### src/hdl/mhpq_pkg.sv
// package for the max-heap priority queue: beat types, opcode and status codes
// and sizing constants; depends on nothing
`default_nettype none

package mhpq_pkg;

  localparam int unsigned CAPACITY  = 16;
  localparam int unsigned KEY_W     = 32;
  localparam int unsigned OPCODE_W  = 2;
  localparam int unsigned STATUS_W  = 2;
  localparam int unsigned COUNT_W   = 5;

  localparam logic signed [KEY_W-1:0] EMPTY_TOP = -32'sd1;

  typedef enum logic [OPCODE_W-1:0] {
    OP_INSERT = 2'd0,
    OP_DELETE = 2'd1,
    OP_PEEK   = 2'd2
  } op_e;

  typedef enum logic [STATUS_W-1:0] {
    ST_DONE  = 2'd0,
    ST_FULL  = 2'd1,
    ST_EMPTY = 2'd2
  } status_e;

  typedef struct packed {
    logic [OPCODE_W-1:0]     opcode;
    logic signed [KEY_W-1:0] key;
  } in_t;

  typedef struct packed {
    logic [STATUS_W-1:0]     status;
    logic signed [KEY_W-1:0] top_value;
    logic [COUNT_W-1:0]      element_count;
  } out_t;

  // command broadcast from the top level to every cell of the chain
  typedef struct packed {
    logic                    shift_in;
    logic                    shift_out;
    logic signed [KEY_W-1:0] key;
  } cmd_t;

endpackage

`default_nettype wire

### src/hdl/mhpq_cell.sv
// one slot of the sorted chain: holds a key and trades it with its neighbours
// depends on mhpq_pkg
`default_nettype none

module mhpq_cell #(
  parameter int unsigned IDX   = 0,
  parameter int unsigned CNT_W = 5
) (
  input  wire logic                              clk_i,
  input  wire mhpq_pkg::cmd_t                    cmd_i,
  input  wire logic [CNT_W-1:0]                  count_i,
  input  wire logic signed [mhpq_pkg::KEY_W-1:0] left_q_i,
  input  wire logic                              left_ge_i,
  input  wire logic signed [mhpq_pkg::KEY_W-1:0] right_q_i,
  output logic signed [mhpq_pkg::KEY_W-1:0]      q_o,
  output logic signed [mhpq_pkg::KEY_W-1:0]      d_o,
  output logic                                   ge_o
);

  logic signed [mhpq_pkg::KEY_W-1:0] key_q;
  logic signed [mhpq_pkg::KEY_W-1:0] key_d;

  // slot is held and its key beats or ties the incoming one
  assign ge_o = (count_i > CNT_W'(IDX)) && (key_q >= cmd_i.key);

  always_comb begin
    key_d = key_q;
    if (cmd_i.shift_in) begin
      if (ge_o) key_d = key_q;
      else if (left_ge_i) key_d = cmd_i.key;
      else key_d = left_q_i;
    end else if (cmd_i.shift_out) begin
      key_d = right_q_i;
    end
  end

  always_ff @(posedge clk_i) begin
    key_q <= key_d;
  end

  assign q_o = key_q;
  assign d_o = key_d;

endmodule

`default_nettype wire

### src/hdl/max_heap_priority_queue.sv
// top level of the max-heap priority queue: handshake, fill count and cell chain
// depends on mhpq_pkg and mhpq_cell
`default_nettype none

// max priority queue of signed 32-bit keys with insert, delete-max and peek.
// keys sit in a chain of CAPACITY cells kept in descending order, so the
// largest key is always in the first cell. an insert is broadcast to every
// cell at once: each cell keeps its key, takes the new key, or takes its left
// neighbour's key, which opens a gap at the right place. a delete-max shifts
// the whole chain one cell towards the head. each result beat is loaded into
// the output register on acceptance and shows up in the cycle after it, and a
// new beat is taken in the same cycle as the waiting result is taken, so the
// queue sustains one beat per cycle as long as the receiver takes every result
// as it appears (no stall on the output). each result carries a status
// (done, full so the insert was dropped, or empty), the largest key after
// the operation (-1 when empty) and the count of keys held. opcode 3 acts as
// a peek. key storage is not reset; only the fill count and the output
// valid flag are.
module max_heap_priority_queue #(
  parameter int unsigned CAPACITY = mhpq_pkg::CAPACITY
) (
  input  wire logic           clk_i,
  input  wire logic           rst_ni,
  input  wire logic           in_valid_i,
  output logic                in_ready_o,
  input  wire mhpq_pkg::in_t  in_data_i,
  output logic                out_valid_o,
  input  wire logic           out_ready_i,
  output mhpq_pkg::out_t      out_data_o
);

  localparam int unsigned CNT_W = $clog2(CAPACITY + 1);

  // fill count and output register
  logic [CNT_W-1:0] count_q, count_d;
  logic             out_valid_q, out_valid_d;
  mhpq_pkg::out_t   out_q, out_d;

  logic             in_fire;
  logic             is_full, is_empty;
  mhpq_pkg::cmd_t   cmd;
  logic [mhpq_pkg::STATUS_W-1:0] status;

  // chain taps
  logic signed [mhpq_pkg::KEY_W-1:0] cell_q [CAPACITY];
  logic signed [mhpq_pkg::KEY_W-1:0] cell_d [CAPACITY];
  logic                              cell_ge [CAPACITY];

  // a new beat goes in whenever the output register is free or being drained
  assign in_ready_o = !out_valid_q || out_ready_i;
  assign in_fire    = in_valid_i && in_ready_o;

  assign is_full  = (count_q == CNT_W'(CAPACITY));
  assign is_empty = (count_q == '0);

  // decode the opcode into a chain command and a status
  always_comb begin
    cmd.shift_in  = 1'b0;
    cmd.shift_out = 1'b0;
    cmd.key       = in_data_i.key;
    status        = mhpq_pkg::ST_DONE;
    count_d       = count_q;
    unique case (in_data_i.opcode)
      mhpq_pkg::OP_INSERT: begin
        if (is_full) begin
          status = mhpq_pkg::ST_FULL;
        end else begin
          cmd.shift_in = in_fire;
          if (in_fire) count_d = count_q + CNT_W'(1);
        end
      end
      mhpq_pkg::OP_DELETE: begin
        if (is_empty) begin
          status = mhpq_pkg::ST_EMPTY;
        end else begin
          cmd.shift_out = in_fire;
          if (in_fire) count_d = count_q - CNT_W'(1);
        end
      end
      default: begin
        // peek, and the unused code which behaves as one
        if (is_empty) status = mhpq_pkg::ST_EMPTY;
      end
    endcase
  end

  // row of cells; head takes the new key when nothing ahead of it wins,
  // tail refills from itself on a shift, which is beyond the count anyway
  for (genvar i = 0; i < CAPACITY; i++) begin : g_cell
    logic signed [mhpq_pkg::KEY_W-1:0] left_q;
    logic                              left_ge;
    logic signed [mhpq_pkg::KEY_W-1:0] right_q;

    if (i == 0) begin : g_head
      assign left_q  = cell_q[i];
      assign left_ge = 1'b1;
    end else begin : g_body
      assign left_q  = cell_q[i-1];
      assign left_ge = cell_ge[i-1];
    end

    if (i == CAPACITY - 1) begin : g_tail
      assign right_q = cell_q[i];
    end else begin : g_next
      assign right_q = cell_q[i+1];
    end

    mhpq_cell #(
      .IDX   (i),
      .CNT_W (CNT_W)
    ) u_cell (
      .clk_i     (clk_i),
      .cmd_i     (cmd),
      .count_i   (count_q),
      .left_q_i  (left_q),
      .left_ge_i (left_ge),
      .right_q_i (right_q),
      .q_o       (cell_q[i]),
      .d_o       (cell_d[i]),
      .ge_o      (cell_ge[i])
    );
  end

  // result beat built from the state after the operation
  always_comb begin
    out_valid_d = out_valid_q;
    out_d       = out_q;
    if (in_fire) begin
      out_valid_d             = 1'b1;
      out_d.status            = status;
      out_d.top_value         = (count_d == '0) ? mhpq_pkg::EMPTY_TOP : cell_d[0];
      out_d.element_count     = mhpq_pkg::COUNT_W'(count_d);
    end else if (out_ready_i) begin
      out_valid_d = 1'b0;
    end
  end

  always_ff @(posedge clk_i or negedge rst_ni) begin
    if (!rst_ni) begin
      count_q     <= '0;
      out_valid_q <= 1'b0;
    end else begin
      count_q     <= count_d;
      out_valid_q <= out_valid_d;
    end
  end

  // payload register, no reset needed
  always_ff @(posedge clk_i) begin
    out_q <= out_d;
  end

  assign out_valid_o = out_valid_q;
  assign out_data_o  = out_q;

endmodule

`default_nettype wire

### config.mk
export PLATFORM = sky130hd
export DESIGN_NAME = max_heap_priority_queue
export DESIGN_NICKNAME = d
export VERILOG_FILES = /design/src/hdl/mhpq_pkg.sv /design/src/hdl/mhpq_cell.sv /design/src/hdl/max_heap_priority_queue.sv
export SDC_FILE = /design/constraint.sdc
export NUM_CORES = 2
export LEC_CHECK = 0
export BUFFER_PORTS_ARGS = -buffer_cell sky130_fd_sc_hd__buf_2
export CAP_MARGIN = 20
export CELL_PAD_IN_SITES_DETAIL_PLACEMENT = 1
export CELL_PAD_IN_SITES_GLOBAL_PLACEMENT = 1
export CORE_MARGIN = 2
export CORE_UTILIZATION = 39
export DETAILED_ROUTE_END_ITERATION = 7
export PLACE_DENSITY_LB_ADDON = 0.1
export SYNTH_ARGS = -nofsm -noshare
export SYNTH_HDL_FRONTEND = slang
export SYNTH_SLANG_ARGS = --single-unit
### constraint.sdc
create_clock -name clk_i -period 14.7 [get_ports clk_i]
set_clock_uncertainty 0.15 [all_clocks]
set_input_delay 1.47 -clock clk_i [delete_from_list [all_inputs] [get_ports clk_i]]
set_output_delay 1.47 -clock clk_i [all_outputs]
set_load 0.05 [all_outputs]
==> results.py <==
metrics = {
    "status": {
        "outcome": "complete, no violations",
    },
    "sta": {
        "fin_crit_ns": 5.75,
        "holdWs_ns": 0.403,
        "finalMaxSlewViolations": 0,
        "finalCritPeriodShare_pct": 39.1,
        "rsz0062_at_grt": "no",
        "max_freq_ghz": 0.174,
        "slew_headroom_pct": 29.1,
        "setup_tns_ns": 0,
        "setup_violations": 0,
        "tightest_slew_ns": 1.06,
        "hold_viol_final": 0,
    },
    "grt": {
        "grt_pass1_vias": 32200,
        "grt_pass1_wl_mm": 204,
        "grt_overflow_total": 0,
        "track_usage_pct": 25.9,
        "grt_max_degree": 216,
        "antenna_found_initial": 2,
    },
    "detailed_routing": {
        "via_count": 30538,
        "vias_per_cell": 5.97,
        "drc": 0,
        "wl_per_cell_um": 26.3,
        "drtPass1Iterations": 5,
        "detailedRoute.firstIterationViolations": 2328,
        "postRouteAntennaNets": 0,
        "drt_wl_total_mm": 135,
    },
    "yosys": {
        "syn_nets": 4341,
        "seq_area_frac_synth_pct": 41.9,
        "post_synth.cell_area_avg_sq_um": 10.3,
        "ys_types": 73,
        "synth-main-ff-cell": "edfxtp_1",
        "synth_edf_count": 519,
        "synth_warnings": 0,
        "synth_seq_cells": 557,
        "syn_area_sq_mm": 0.0390,
        "syn_inst": 3786,
        "synthArstFlopShare_pct": 1.08,
    },
    "critical_path": {
        "critPathLaunchType": "primary input",
        "cp.required_ns": 14.87,
        "path_cells": "buf_2 > inv_1 > ha_1 > a21oi_1 > o21ai_1 > o2bb2ai_1 > or4_1 > a32o_1 > nor2_4 > buf_4 > nand2_1 > nand2_1 > buf_4",
        "setup.worst_path.end_class": "flop",
        "crit_arrival_ns": 5.93,
        "slowest_delay_ns": 0.66,
        "cp_slowest_cell": "or4_1",
        "path_class": "in2reg",
        "critPathMaxFanout": 34,
    },
    "cts": {
        "cts_tree": "built",
        "clk_latency_ns": 0.65,
        "postCtsSetupBuffers": 0,
        "cts_root_buffer": "clkbuf_16",
        "cts_max_path_buffers": 3,
        "htreeDepth": 3,
        "holdBufCountCts": 0,
        "post_cts_resized": 0,
        "clk_pin_slew_worst_paths_ns": 0.06,
        "cts_made_buffers": 72,
        "clock_sinks": 557,
    },
    "floorplan": {
        "core_area_sq_mm": 0.0997,
        "start_util_pct": 39.2,
        "die_area_sq_mm": 0.103,
        "num_rows": 116,
        "die_w_um": 320,
        "io_pins": 79,
        "die_height_um": 320,
    },
    "layout": {
        "drive_above_1_share_pct": 7.33,
        "final_cell_count_no_fill": 5118,
        "nets": 4319,
        "design_area_sq_mm": 0.0432,
        "area_growth_pct": 10.7,
    },
    "power": {
        "p_total_mw": 6.23,
        "power_leakage_nw": 18.1,
        "vdd_drop_max_v": 0.000109,
        "power.density_mw_per_mm2": 144,
    },
    "place": {
        "placedCellCount": 4984,
        "place_area_sq_mm": 0.0408,
        "gp_congestion": 0.883,
        "detailed_place_hpwl_mm": 101,
        "io_buffers": 78,
    },
    "flow_run": {
        "max_cap_viol_count": 0,
    },
    "worst_hold_path": {
        "holdCritPathClass": "reg2reg",
    },
}
[critical path, delay by kind of cell]
family	cells	cell delay, ns
buf+inv	4	1.74
compound gates	4	0.75
simple gates	4	1.44
fa+ha+maj	1	0.46
[per-stage QoR]
step           worst slack (ns)  util, %
4_1_cts                    8.97     43.2
3_3_place_gp               7.91     40.9
2_1_floorplan              7.87        -
5_1_grt                    8.71     43.3
6_report                   8.95     43.3
3_5_place_dp               8.29     40.9
[flip-flops by register name (all words and copies together) (netlist names)]
name / flops
g_cell.u_cell.q_o: 512
out_data_o: 39
count_q: 5
out_valid_o: 1
[where the power goes]
| group | switching [mW] | leakage, nW | internal (mW) | total [mW] |
|---|---|---|---|---|
| sequential | 0.195 | 5.12 | 2.01 | 2.21 |
| combinational | 1.38 | 11.9 | 0.848 | 2.23 |
| clock | 0.741 | 1.15 | 1.05 | 1.79 |
| total | 2.32 | 18.1 | 3.91 | 6.23 |
[area by class of cell]
cell class / count / area (sq um)
fillers: 10902 / 56500
clock inverters: 17 / 113
inverters: 76 / 285
multi-input cells: 2912 / 21600
diodes: 2 / 5.00
well taps: 1298 / 1620
repair buffers: 145 / 992
flip-flops and latches: 557 / 16400
clock buffers: 111 / 2210
[per-layer routing]
layer / track usage (%) / routed length (um) / vias to the layer above
met4: 10.2 / 4960 / 0
met5: 0 / 0 / -
met2: 43.8 / 63900 / 696
met1: 34.2 / 60800 / 15298
met3: 2.46 / 4940 / 212
li1: - / - / 14332
[cells in the mapped netlist (all sizes together), types with 33 or more instances]
| master | number | share of area [%] |
|---|---|---|
| edfxtp | 519 | 40 |
| ha | 517 | 17 |
| mux2i | 414 | 11 |
| a21oi | 394 | 5.1 |
| nand2 | 365 | 3.5 |
| o21ai | 336 | 4.3 |
| nor2 | 235 | 2.3 |
| clkbuf | 191 | 1.8 |
| nand4 | 95 | 1.5 |
| inv | 76 | 0.73 |
| a21o | 64 | 1.2 |
| buf | 50 | 0.72 |
| nand2b | 41 | 0.66 |
| a221o | 36 | 0.92 |
| nand3 | 36 | 0.46 |
| and2 | 33 | 0.53 |
| o22ai | 33 | 0.53 |
[kinds of logic (layout without fill, tap and decap cells)]
kind of cell	Yosys count	after routing	share of synthesized area, %
AOI/OAI and AO/OA	1027	1027	15.7
buffers and inverters	317	349	3.29
and+or+nand+nor	920	920	10.9
other	0	2	0
DFF	557	557	41.9
xor gates and xnor gates	2	2	0.0449
muxes	446	446	11.5
adders and majority gates	517	517	16.6
[layout by cell type (no fill, tap or decap), types with 59 or more instances in the layout]
cell type  count
edfxtp_1     519
ha_1         517
mux2i_1      414
a21oi_1      392
nand2_1      362
o21ai_1      244
nor2_1       234
nand4_1       95
o21ai_0       83
clkbuf_16     79
buf_2         79
inv_1         75
a21o_1        64
buf_4         59
[final timing paths]
path	end	slack, ns	startpoint	cells past startpoint
min in group asynchronous	count_q[1]$_DFF_PN0_	0.49	rst_ni	1
max in group asynchronous	count_q[4]$_DFF_PN0_	13.74	rst_ni	1
max reg2reg	out_data_o[26]$_SDFFCE_PN1P_	9.52	count_q[1]$_DFF_PN0_	11
max	g_cell[7].u_cell.q_o[24]$_DFFE_PP_	8.95	in_data_i[5]	13
min	g_cell[0].u_cell.q_o[10]$_DFF_P_	0.40	g_cell[0].u_cell.q_o[10]$_DFF_P_	1
min reg2reg	g_cell[0].u_cell.q_o[10]$_DFF_P_	0.40	g_cell[0].u_cell.q_o[10]$_DFF_P_	1
(Power assumes the default switching activity.)
